==> src/rtl/core/lc3x_pkg.sv <==
// ----------------------------------------------------------------------------
// lc3x_pkg
// shared types, constants and helpers for the lc-3 instruction executor
// ----------------------------------------------------------------------------
package lc3x_pkg;

    localparam int unsigned MemWordsDefault = 65536;

    localparam logic [15:0] StartAddrReset  = 16'h3000;
    localparam logic [15:0] StackBaseReset  = 16'h4000;
    localparam logic [15:0] StackLimitReset = 16'h3C00;
    localparam logic [15:0] StackTopReset   = 16'h3FFF;

    localparam logic [1:0] KindExec  = 2'd0;
    localparam logic [1:0] KindWrite = 2'd1;
    localparam logic [1:0] KindRead  = 2'd2;

    localparam logic [1:0] RegStartAddr  = 2'd0;
    localparam logic [1:0] RegStackBase  = 2'd1;
    localparam logic [1:0] RegStackLimit = 2'd2;
    localparam logic [1:0] RegStackTop   = 2'd3;

    localparam logic [3:0] OpBr   = 4'd0;
    localparam logic [3:0] OpAdd  = 4'd1;
    localparam logic [3:0] OpLd   = 4'd2;
    localparam logic [3:0] OpSt   = 4'd3;
    localparam logic [3:0] OpJsr  = 4'd4;
    localparam logic [3:0] OpAnd  = 4'd5;
    localparam logic [3:0] OpLdr  = 4'd6;
    localparam logic [3:0] OpStr  = 4'd7;
    localparam logic [3:0] OpRti  = 4'd8;
    localparam logic [3:0] OpNot  = 4'd9;
    localparam logic [3:0] OpLdi  = 4'd10;
    localparam logic [3:0] OpSti  = 4'd11;
    localparam logic [3:0] OpJmp  = 4'd12;
    localparam logic [3:0] OpStk  = 4'd13;
    localparam logic [3:0] OpLea  = 4'd14;
    localparam logic [3:0] OpTrap = 4'd15;

    localparam logic [7:0] TrapGetc = 8'h20;
    localparam logic [7:0] TrapOut  = 8'h21;
    localparam logic [7:0] TrapPuts = 8'h22;
    localparam logic [7:0] TrapHalt = 8'h25;

    localparam logic [1:0] StkNone = 2'd0;
    localparam logic [1:0] StkOk   = 2'd1;
    localparam logic [1:0] StkFail = 2'd2;

    typedef struct packed {
        logic [1:0]  opcode;
        logic [15:0] mem_address;
        logic [15:0] mem_value;
        logic [7:0]  key_char;
    } t_in_item;

    typedef struct packed {
        logic [15:0] program_counter;
        logic        halted;
        logic [7:0]  char_out;
        logic        char_valid;
        logic [15:0] read_word;
        logic [1:0]  stack_status;
    } t_out_item;

    // memory address source select
    typedef enum logic [2:0] {
        ASEL_PC   = 3'd0,
        ASEL_ITEM = 3'd1,
        ASEL_EA   = 3'd2,
        ASEL_DATA = 3'd3,
        ASEL_SP   = 3'd4,
        ASEL_SPM1 = 3'd5,
        ASEL_R0   = 3'd6
    } t_asel;

    // controller to datapath
    typedef struct packed {
        logic  load_item;
        logic  mem_rd;
        logic  mem_wr;
        t_asel asel;
        logic  load_ir;
        logic  execute;
        logic  finish;
    } t_ctl_cmd;

    // datapath to controller
    typedef struct packed {
        logic [1:0] kind;
        logic       halted;
        logic [3:0] op;
        logic       trap_puts;
        logic       stk_ok;
        logic       stk_pop;
    } t_ctl_sts;

    function automatic logic [15:0] sext9(input logic [15:0] ir);
        sext9 = {{7{ir[8]}}, ir[8:0]};
    endfunction

    function automatic logic [15:0] sext6(input logic [15:0] ir);
        sext6 = {{10{ir[5]}}, ir[5:0]};
    endfunction

    function automatic logic [15:0] sext11(input logic [15:0] ir);
        sext11 = {{5{ir[10]}}, ir[10:0]};
    endfunction

    function automatic logic [15:0] sext5(input logic [15:0] ir);
        sext5 = {{11{ir[4]}}, ir[4:0]};
    endfunction

endpackage

==> src/rtl/core/lc3x_ctrl.sv <==
// ----------------------------------------------------------------------------
// lc3x_ctrl
// sequencing state machine: fetch, memory phases and result strobe
// ----------------------------------------------------------------------------
module lc3x_ctrl (
    input  logic              i_clk,
    input  logic              i_rst_n,
    input  logic              i_start,
    output logic              o_busy,
    input  lc3x_pkg::t_ctl_sts i_sts,
    output lc3x_pkg::t_ctl_cmd o_cmd
);
    import lc3x_pkg::*;

    typedef enum logic [7:0] {
        S_IDLE   = 8'b00000001,
        S_FETCH  = 8'b00000010,
        S_DECODE = 8'b00000100,
        S_MEM1   = 8'b00001000,
        S_MEM1W  = 8'b00010000,
        S_MEM2   = 8'b00100000,
        S_EXEC   = 8'b01000000,
        S_DONE   = 8'b10000000
    } t_state;

    t_state r_state, n_state;

    always_ff @(posedge i_clk) begin
        if (!i_rst_n) begin
            r_state <= S_IDLE;
        end else begin
            r_state <= n_state;
        end
    end

    assign o_busy = (r_state != S_IDLE);

    always_comb begin
        n_state = r_state;
        o_cmd   = '0;
        o_cmd.asel = ASEL_PC;
        unique case (r_state)
            S_IDLE: begin
                if (i_start) begin
                    o_cmd.load_item = 1'b1;
                    n_state = S_FETCH;
                end
            end
            S_FETCH: begin
                if (i_sts.kind == KindWrite) begin
                    o_cmd.asel = ASEL_ITEM;
                    o_cmd.mem_wr = 1'b1;
                    n_state = S_DONE;
                end else if (i_sts.kind == KindRead) begin
                    o_cmd.asel = ASEL_ITEM;
                    o_cmd.mem_rd = 1'b1;
                    n_state = S_EXEC;
                end else if (i_sts.kind == KindExec && !i_sts.halted) begin
                    o_cmd.asel = ASEL_PC;
                    o_cmd.mem_rd = 1'b1;
                    n_state = S_DECODE;
                end else begin
                    n_state = S_DONE;
                end
            end
            S_DECODE: begin
                o_cmd.load_ir = 1'b1;
                n_state = S_MEM1;
            end
            S_MEM1: begin
                // first data access, if the instruction needs one
                case (i_sts.op)
                    OpLd, OpLdi, OpLdr: begin
                        o_cmd.asel = ASEL_EA;
                        o_cmd.mem_rd = 1'b1;
                        n_state = (i_sts.op == OpLdi) ? S_MEM1W : S_EXEC;
                    end
                    OpSti: begin
                        o_cmd.asel = ASEL_EA;
                        o_cmd.mem_rd = 1'b1;
                        n_state = S_MEM1W;
                    end
                    OpSt, OpStr: begin
                        o_cmd.asel = ASEL_EA;
                        o_cmd.mem_wr = 1'b1;
                        n_state = S_EXEC;
                    end
                    OpStk: begin
                        if (i_sts.stk_ok && !i_sts.stk_pop) begin
                            o_cmd.asel = ASEL_SPM1;
                            o_cmd.mem_wr = 1'b1;
                        end else if (i_sts.stk_ok) begin
                            o_cmd.asel = ASEL_SP;
                            o_cmd.mem_rd = 1'b1;
                        end
                        n_state = S_EXEC;
                    end
                    OpTrap: begin
                        if (i_sts.trap_puts) begin
                            o_cmd.asel = ASEL_R0;
                            o_cmd.mem_rd = 1'b1;
                        end
                        n_state = S_EXEC;
                    end
                    default: begin
                        n_state = S_EXEC;
                    end
                endcase
            end
            S_MEM1W: begin
                n_state = S_MEM2;
            end
            S_MEM2: begin
                o_cmd.asel = ASEL_DATA;
                if (i_sts.op == OpSti) begin
                    o_cmd.mem_wr = 1'b1;
                end else begin
                    o_cmd.mem_rd = 1'b1;
                end
                n_state = S_EXEC;
            end
            S_EXEC: begin
                o_cmd.execute = (i_sts.kind == KindExec);
                n_state = S_DONE;
            end
            S_DONE: begin
                o_cmd.finish = 1'b1;
                n_state = S_IDLE;
            end
            default: begin
                n_state = S_IDLE;
            end
        endcase
    end

`ifndef SYNTHESIS
    a_done_to_idle: assert property (@(posedge i_clk) disable iff (!i_rst_n)
        r_state == S_DONE |=> r_state == S_IDLE)
        else $error("done must return to idle");
    a_no_start_busy: assert property (@(posedge i_clk) disable iff (!i_rst_n)
        o_cmd.load_item |-> r_state == S_IDLE)
        else $error("item loaded while busy");
    a_rw_excl: assert property (@(posedge i_clk) disable iff (!i_rst_n)
        !(o_cmd.mem_rd && o_cmd.mem_wr))
        else $error("memory read and write together");
`endif

endmodule

==> config.mk <==
export PLATFORM = sky130hd
export DESIGN_NAME = lc3x_ctrl
export DESIGN_NICKNAME = d
export VERILOG_FILES = /design/src/rtl/core/lc3x_pkg.sv /design/src/rtl/core/lc3x_ctrl.sv
export SDC_FILE = /design/constraint.sdc
export NUM_CORES = 1
export LEC_CHECK = 0
export ABC_AREA = 0
export BUFFER_PORTS_ARGS = -buffer_cell sky130_fd_sc_hd__buf_2
export CAP_MARGIN = 10
export CORE_AREA = 10 10 47 49
export DETAILED_ROUTE_END_ITERATION = 12
export DIE_AREA = 0 0 57 59
export PLACE_DENSITY = 0.78
export SKIP_LAST_GASP = 1
export SYNTH_ARGS = -nofsm -noshare
export SYNTH_HDL_FRONTEND = slang
export SYNTH_SLANG_ARGS = --single-unit
export TNS_END_PERCENT = 1
==> constraint.sdc <==
create_clock -name i_clk -period 3.7 [get_ports i_clk]
set_clock_uncertainty 0.2 [all_clocks]
set_input_delay 0.37 -clock i_clk [delete_from_list [all_inputs] [get_ports i_clk]]
set_output_delay 0.37 -clock i_clk [all_outputs]
set_load 0.005 [all_outputs]
==> impl_results.md, run 1 <==
* Status: finished clean
* Initial antenna violation count at 0
* Final GP Congestion at 0.807
* Pwr dens at 317 nW/um^2
* Most numerous cell in the Yosys netlist: nand2_1
* CTS Buffer Depth at 2
* Worst r2r src: r_state[2]
* Sw frac at 33.5%
* RSZ-0062 raised after global routing: no
* Synth cell count leaders: nand2_1 (10), nor2_1 (9), dfxtp_1 (8), nand3_1 (6)
* Post-synthesis sequential element count at 8
* Final WL at 1710 um
* Pint at 0.000167 W
* Die Y at 59 um
* Largest register by flop count: r_state
* Core area at 1400 um^2
* GRT Util Overall at 10.4%
* Slew margin rel. at 57.5%
* First-pass GRT wire length at 3020 um
* Setup-failing EPs final at 0
* Final nets at 129
* Layout cells sized above 1 at 25.5%
* Pleak at 0.383 nW
* Reg-to-reg endpoint: r_state[0]
* Synth Cell Area at 638 um^2
* Post-route DRC at 0
* DIE AREA at 3360 um^2
* Setup slack, reg-to-reg at 1.54 ns
* First-pass DRT Iterations at 4
* DPL Wire Length at 1430 um
* # IOs at 23
* Cts hold-fix bufs at 0
* Clock Sinks at 8
* Final Cell Area at 791 um^2
* Main area contributors after synthesis: dfxtp_1 (25%), ha_1 (7.8%), nand2_1 (5.9%), nor2_1 (5.3%), nand3_1 (4.7%)
* Startpoint type of the worst setup path: register
* Post-synth top area cell: dfxtp_1
* CTS tree: built
* Top flop regs: r_state (8)
* Area share of the largest cell type after synthesis at 25.1%
* Standard-cell rows at 14
* Dpl cell area at 768 um^2
* Final antenna diode count at 0
* Max-Cap Viols at 0
* HP Start: i_rst_n
* Least-Margin Pin Slew at 0.630 ns
* CP Class: reg -> out
* CP required at 3.13 ns
* CTS buffer count at 3
* Vias in the first global route at 733
* Sw power at 0.0000839 W
* Via-per-instance ratio at 5.60
* Antenna viol nets, final at 0
* Largest net degree at the start of global routing at 8
* Clock latency at the later pin of the worst-skew pair at 0.26 ns
* Gate power share at 30.3%
* Tcrit/Tclk final at 76.6%
* Pre-CTS setup slack at 1.21 ns
* Main flop type after synthesis: dfxtp_1
* Worst hold stages at 3
* Share of total power in sequential cells at 40.8%
* Max Fanout on Critical Path at 7
* Max Clock Freq at 353 MHz
* Period minus WS final at 2.83 ns
* Crit. End Element: primary output
* Clk Tree Root Cell: clkbuf_4
* Peak VDD IR at 0.152 mV
* Depth of the worst register-to-register path at 4
* Initial Util at 45.5%
* Max Slew Vio Count at 0
* Initial DRC Count at 12
* Port Buffer Count at 22
* Fill count at 151
* Avg Cell Area, Syn at 7.51 um^2
* Post-CTS Setup Inserts at 0
* Setup TNS at 0 ns
* Sequential area share after synthesis at 25.1%
* Min-delay worst type: in -> reg
* Die width at 57 um
* EDFF count, synth at 0
* Hold endpoint: r_state[4]
* Final hold violations at 0
* Vias at 706
* Post-CTS resize count at 0
* Max reg flops at 8
* Gr ovfl total at 0
* Area grow syn2layout at 23.9%
* YS warnings at 0
* Clock share of power at 28.9%
* Async S/R FF share, synth at 0%
* Post-synthesis cell type count at 34
* Final worst setup slack at 0.866 ns
* Synthesized instance count at 85
* Critical Path AT at 2.26 ns
* Syn_nets at 102
* Clock-pin slew on the worst setup and hold paths at 0.06 ns
* DR WL/cell at 13.5 um
* H-tree Lvls at 1
[kinds of logic (layout without fill, tap and decap cells)]
family / after synthesis / after routing / share of synthesized area [%]
fa+ha+maj: 4 / 4 / 7.84
compound gates: 16 / 16 / 16.5
simple gates: 50 / 50 / 44.7
xor+xnor: 1 / 1 / 1.37
mux: 1 / 1 / 1.57
buf+inv: 5 / 30 / 2.94
flops: 8 / 8 / 25.1
[placed cells by master, fill, tap and decap left out, drive strengths merged, types with 2 or more instances in the layout]
master  instances
or4             2
nand2b          2
nand4b          2
inv             5
clkbuf          3
o211ai          2
nor3b           2
o21ai           5
dfxtp           8
nand3           6
nand2          10
nor2            9
nor2b           4
a21oi           3
and3            2
ha              4
nor4            2
buf            22
[power groups by stage]
stage	logic (W)	clock network (W)	registers, W
global route	0.0000866	0.0000764	0.000104
floorplan	0.0000493	0	0.000102
global placement	0.0000750	0	0.000103
finish	0.0000760	0.0000724	0.000102
detailed placement	0.0000758	0	0.000104
CTS	0.0000761	0.0000747	0.000102
[final cells by class]
type                            instances  area, um^2  area share [%]
Timing Repair Buffer                   22         110            13.9
Sequential cell                         8         160            20.3
Multi-Input combinational cell         72         459            58.1
Inverter                                5        18.8            2.37
Tap cell                               16        20.0            2.53
Clock buffer                            3        22.5            2.85
[worst max-delay path by stage]
stage / to / cells after the start / start
after floorplan: o_cmd[1] / 4 / r_state[2]
after global placement: o_cmd[6] / 5 / r_state[0]
after detailed placement: o_cmd[6] / 5 / r_state[0]
after CTS: o_cmd[6] / 5 / r_state[0]
after global routing: o_cmd[6] / 5 / r_state[0]
final: o_cmd[6] / 5 / r_state[0]
[worst max-delay path: stages (launching register included)]
cell and delay, ns:
dfxtp_1 0.35, nor4_2 0.47, nand3_1 0.30, or4_1 0.59
o311ai_0 0.11, buf_2 0.18
[through the flow]
step / instances / util (%) / hold slack, ns / power [W]
floorplan: 85 / - / 0.284 / 0.000151
global route: 126 / 56.4 / 0.198 / 0.000267
finish: 126 / 56.4 / 0.159 / 0.000251
detailed placement: 123 / 54.8 / 0.332 / 0.000180
global placement: 123 / 54.8 / 0.330 / 0.000178
CTS: 126 / 56.4 / 0.155 / 0.000253
[metal layers]
layer / global-route usage [%] / wire length [um] / share of wire (%) / vias up
met1: 12.1 / 765 / 45 / 321
met5: 0 / 0 / 0 / -
li1: - / - / - / 359
met3: 2.58 / 104 / 6.1 / 3
met4: 4.03 / 25 / 1.5 / 0
met2: 17.7 / 809 / 47 / 23
(Power assumes the default switching activity.)
==> run 2, diff against run 1 <==
Settings changed: ABC_AREA 0 to 1, CORE_AREA 10 10 47 49 to default, CORE_ASPECT_RATIO from default to 1.2, CORE_MARGIN from default to 10, CORE_UTILIZATION from default to 44, DIE_AREA 0 0 57 59 to default, PLACE_DENSITY 0.78 to 0.73.
Clock period 3.7 ns to 2.37 ns, I/O delays scaled along.
==> run 2 against run 1 <==
Final area rose by 14%. Sequential power rose by 39%. Die area rose by 12%. Via count rose by 9.6%. Power rose by 29%. Area after synthesis rose by 17%. Sequential share of layout area fell by 2.5 points. Critical path depth rose by 3. Highest routed layer unchanged.
==> impl_results.md, run 2 <==
* Min-delay worst type: in -> reg
* Final antenna diode count at 0
* Dpl cell area at 881 um^2
* Synth cell count leaders: nand2_1 (26), inv_1 (19), nor2_1 (17), dfxtp_1 (8), nand3_1 (8)
* Clock-pin slew on the worst setup and hold paths at 0.05 ns
* Post-synthesis sequential element count at 8
* Largest net degree at the start of global routing at 7
* Least-Margin Pin Slew at 0.253 ns
* Final GP Congestion at 0.798
* Commonest non-fill, non-tap cell in the layout: nand2_1
* First-pass GRT wire length at 2970 um
* Post-synth top area cell: dfxtp_1
* CTS Buffer Depth at 2
* Vias at 774
* Syn_nets at 136
* Tcrit/Tclk final at 76.8%
* Mux cell area share after synthesis at 0%
* Post-CTS resize count at 0
* Max Slew Vio Count at 0
* YS warnings at 0
* Startpoint type of the worst setup path: register
* Period minus WS final at 1.82 ns
* Largest register by flop count: r_state
* Sequential area share after synthesis at 21.4%
* Core area at 1620 um^2
* Setup TNS at 0 ns
* GRT Util Overall at 9.35%
* H-tree Lvls at 1
* Die Y at 65.2 um
* Die width at 57.6 um
* Max Fanout on Critical Path at 5
* Most numerous cell in the Yosys netlist: nand2_1
* Max-Cap Viols at 0
* Via-per-instance ratio at 4.78
* Cts hold-fix bufs at 0
* Synthesized instance count at 119
* Initial antenna violation count at 0
* # IOs at 23
* RSZ-0062 raised after global routing: no
* Post-synthesis cell type count at 24
* Crit. End Element: primary output
* Post-route DRC at 0
* EDFF count, synth at 0
* Clk Tree Root Cell: clkbuf_4
* Initial DRC Count at 15
* Main combinational cell family by area after synthesis: simple AND/OR/NAND/NOR gates
* Main flop type after synthesis: dfxtp_1
* Max reg flops at 8
* Clock Sinks at 8
* DPL Wire Length at 1520 um
* XOR/XNOR Fraction of Synth Area at 0%
* Area grow syn2layout at 20.7%
* Fill count at 159
* Initial Util at 46.1%
* Max Clock Freq at 549 MHz
* Port Buffer Count at 22
* CP required at 1.93 ns
* Async S/R FF share, synth at 0%
* Main area contributors after synthesis: dfxtp_1 (21%), nand2_1 (13%), inv_1 (9.5%), nor2_1 (8.5%), nand2_4 (7.5%)
* DR WL/cell at 10.3 um
* Compound-gate portion of the synthesized area at 9.03%
* CTS tree: built
* Status: finished clean
* CP Class: reg -> out
* Critical Path AT at 1.38 ns
* Synth Cell Area at 748 um^2
* Standard-cell rows at 16
* Final nets at 163
* Final hold violations at 0
* CTS buffer count at 3
* DIE AREA at 3760 um^2
* Most frequent cells in the layout: nand2_1 (26), buf_2 (22), inv_1 (19)
* Pleak at 0.536 nW
* Peak VDD IR at 0.324 mV
* Slew margin rel. at 83.0%
* Vias in the first global route at 746
* Layout cells sized above 1 at 31.3%
* Gr ovfl total at 0
* Area share of the largest cell type after synthesis at 21.4%
* Post-CTS Setup Inserts at 0
* Setup-failing EPs final at 0
* Clock latency at the later pin of the worst-skew pair at 0.25 ns
* Top flop regs: r_state (8)
* Antenna viol nets, final at 0
* Final WL at 1670 um
* Adder-cell area share of the yosys netlist at 6.69%
* Pwr dens at 356 nW/um^2
* Avg Cell Area, Syn at 6.29 um^2
* Post-synthesis simple-gate area fraction at 51.0%
* Final Cell Area at 903 um^2
* First-pass DRT Iterations at 4
[run 2: cell count changes after synthesis, sizes merged, moves of 4 or more]
cell / delta
nor2b: -4
inv: +18
nand2: +27
nor2: +12
[run 2: final timing paths]
path           endpoint  slack [ns]  cells after the start  startpoint
max reg2reg  r_state[2]        1.03                      9  r_state[1]
max            o_cmd[7]        0.55                      8  r_state[1]
min          r_state[0]        0.04                      2     i_rst_n
min reg2reg  r_state[5]        0.35                      4  r_state[4]
[run 2: cell type report]
type | count | area (um^2) | area share [%]
Timing Repair Buffer | 22 | 110 | 12.2
Clock buffer | 3 | 22.5 | 2.49
Multi-Input combinational cell | 88 | 499 | 55.3
Inverter | 23 | 88.8 | 9.83
Sequential cell | 8 | 160 | 17.7
Tap cell | 18 | 22.5 | 2.49
[run 2: where the power goes]
group,switching [W],internal (W),leakage [nW],total (W)
registers,0.00000284,0.000139,0.0649,0.000142
logic,0.0000506,0.0000326,0.457,0.0000832
clock network,0.0000396,0.0000575,0.0138,0.0000971
total,0.0000930,0.000229,0.536,0.000322
[run 2: through the flow]
step,power [W],hold WS [ns],util (%),setup slack (ns),std cells
after floorplan,0.000198,0.121,-,0.956,119
after global placement,0.000226,0.297,54.3,0.741,159
after detailed placement,0.000229,0.295,54.3,0.693,159
after CTS,0.000330,0.0280,55.7,0.521,162
after global routing,0.000346,0.0318,55.7,0.401,162
final,0.000322,0.0375,55.7,0.550,162
[run 2: cell families (layout without fill, tap and decap cells)]
group	count (synthesis)	after routing
adders and majority gates	4	4
AOI/OAI and AO/OA	10	10
and+or+nand+nor	74	74
buffers and inverters	23	48
DFF	8	8
[run 2: critical path: stages, from the launching register on]
cell and delay, ns:
dfxtp_1 0.32, inv_1 0.07, nand2_1 0.07, nor2_1 0.18, nand2_4 0.10, inv_1 0.12, o21ai_1 0.08, nand3b_1 0.08
buf_2 0.11
[run 2: per-layer routing]
metal / GRT usage (%) / share of wire (%) / routed length [um] / up-vias
met5: 0 / 0 / 0 / -
met4: 5.29 / 1.3 / 22 / 0
met3: 3.08 / 4.9 / 82 / 2
met2: 16.3 / 50 / 839 / 15
met1: 9.52 / 44 / 730 / 338
li1: - / - / - / 419
==> run 3, diff against run 2 <==
Settings changed: ABC_AREA 1 to 0, CORE_ASPECT_RATIO 1.2 to default, CORE_UTILIZATION 44 to 42, PLACE_DENSITY 0.73 to 0.72.
Clock period 2.37 ns to 1.6 ns, I/O delays scaled along.
==> run 3 against run 2 <==
Core utilization up 10 points. Clock power up 67%. Combinational power rose to 3.3 times the previous value. The flow now finishes with violations (setup timing). Highest routed layer unchanged. Clock-buffer cell count unchanged. Largest power group is now combinational cells.
==> impl_results.md, run 3 (synthesis gave the netlist of run 1 again) <==
* Share of total power in sequential cells at 34.4%
* Final GP Congestion at 0.891
* Setup-failing EPs final at 16
* Pre-CTS setup slack at -0.558 ns
* Critical Path AT at 2.03 ns
* Failing checks: setup timing
* Clk Tree Root Cell: clkbuf_4
* Initial DRC Count at 11
* Initial Util at 43.4%
* Worst hold stages at 3
* Max Slew Vio Count at 0
* Commonest non-fill, non-tap cell in the layout: buf_2
* Crit. End Element: primary output
* Final Core Density at 65.9%
* DR WL/cell at 13.2 um
* DPL Wire Length at 1670 um
* Sw frac at 31.9%
* RSZ-0062 raised after global routing: yes
* Largest net degree at the start of global routing at 8
* Status: finished, violations left
* HP Start: i_start
* Peak VDD IR at 0.383 mV
* Final worst setup slack at -0.795 ns
* Startpoint type of the worst setup path: register
* Sw power at 0.000211 W
* Crit-path max cell delay at 0.53 ns
* Clock Sinks at 8
* GRT Util Overall at 11.1%
* Largest register by flop count: r_state
* Die Y at 59.0 um
* CTS Buffer Depth at 2
* Vias at 804
* # IOs at 23
* Core area at 1470 um^2
* Final hold violations at 0
* Setup TNS at -6.58 ns
* Max Clock Freq at 418 MHz
* Clock share of power at 24.5%
* Clock latency at the later pin of the worst-skew pair at 0.26 ns
* Max-Cap Viols at 0
* First-pass DRT Iterations at 4
* Antenna viol nets, final at 0
* Pleak at 0.488 nW
* Standard-cell rows at 14
* Initial antenna violation count at 0
* CP Class: reg -> out
* CTS buffer count at 3
* Most frequent cells in the layout: buf_2 (22), buf_4 (21), nand2_1 (10)
* Clock-pin slew on the worst setup and hold paths at 0.06 ns
* Via-per-instance ratio at 5.43
* Slew margin rel. at 76.8%
* Reg-to-reg endpoint: r_state[0]
* Port Buffer Count at 22
* Gr ovfl total at 0
* Least-Margin Pin Slew at 0.346 ns
* Final antenna diode count at 0
* Max reg flops at 8
* Pwr dens at 684 nW/um^2
* Setup slack, reg-to-reg at -0.47 ns
* Worst path cell trace: or4_4 -> or3_4 -> or3b_4 -> nor2_2 -> buf_2
* Top flop regs: r_state (8)
* Layout cells sized above 1 at 39.4%
* Final WL at 1950 um
* Pint at 0.000452 W
* Period minus WS final at 2.39 ns
* Hold endpoint: r_state[1]
* Worst path slowest cell: or4_4
* Gate power share at 41.1%
* First-pass GRT wire length at 3180 um
* Die width at 59.0 um
* Post-CTS Setup Inserts at 0
* Post-route DRC at 0
* Vias in the first global route at 765
* CTS tree: built
* Max Fanout on Critical Path at 3
* Tcrit/Tclk final at 150%
* DIE AREA at 3480 um^2
* Fill count at 135
* Min-delay worst type: in -> reg
* Depth of the worst register-to-register path at 4
* Final nets at 151
* H-tree Lvls at 1
* Area grow syn2layout at 52.0%
* Worst r2r src: r_state[2]
* CP required at 1.24 ns
## run 3: cell count changes in the layout (fill, tap and decap cells not counted), sizes merged, moves of 4 or more
cell / change
buf: +21
nor2b: +4
inv: -18
nand2: -27
nor2: -12
## run 3: worst max path at each step
| stage | end | startpoint | slack [ns] |
|---|---|---|---|
| 5_1_grt | o_cmd[1] | r_state[2] | -0.88 |
| 2_1_floorplan | r_state[0] | r_state[2] | -0.45 |
| 3_5_place_dp | o_cmd[1] | r_state[2] | -0.56 |
| 3_3_place_gp | o_cmd[1] | r_state[2] | -0.53 |
| 6_report | o_cmd[1] | r_state[2] | -0.79 |
| 4_1_cts | o_cmd[1] | r_state[2] | -0.84 |
## run 3: cell type report
type | instances | area (um^2) | share of cell area, %
Sequential cell | 8 | 160 | 16.5
Timing Repair Buffer | 44 | 278 | 28.6
Tap cell | 16 | 20.0 | 2.06
Inverter | 5 | 18.8 | 1.94
Clock buffer | 3 | 22.5 | 2.32
Multi-Input combinational cell | 72 | 470 | 48.5
## run 3: critical path: cells and delay by family, from the launching register on
family | cells | cell delay, ns
buf+inv | 1 | 0.11
simple gates | 4 | 1.36
flops | 1 | 0.31
## run 3: metrics by stage
step	instances	total power (W)	area, um^2	hold WS, ns
after global placement	144	0.000487	926	0.226
after detailed placement	144	0.000496	926	0.235
after floorplan	85	0.000349	638	0.0738
final	148	0.000663	970	0.0580
after CTS	148	0.000654	958	0.0659
after global routing	148	0.000700	970	0.0755
## run 3: per-layer routing
layer | vias up | share of wire (%) | routed length [um] | global-route usage (%)
met5 | - | 0 | 0 | 0
met4 | 0 | 0.72 | 14 | 3.61
met3 | 2 | 7.2 | 141 | 4.29
met2 | 21 | 49 | 956 | 19.1
met1 | 380 | 43 | 842 | 12.1
li1 | 401 | - | - | -
## run 3: power by group through the flow
stage          Clock, W  Combinational [W]  Sequential, W
2_1_floorplan         0           0.000114       0.000235
3_3_place_gp          0           0.000258       0.000230
3_5_place_dp          0           0.000264       0.000232
4_1_cts        0.000159           0.000267       0.000228
5_1_grt        0.000171           0.000300       0.000229
6_report       0.000162           0.000273       0.000228
## run 3: timing repair
action / CTS / global route
hold endpoints to repair: 1 / 0
hold buffers: 1 / 0
setup endpoints to repair: 16 / 16
resized for setup: 0 / 3
pin swaps: 0 / 1
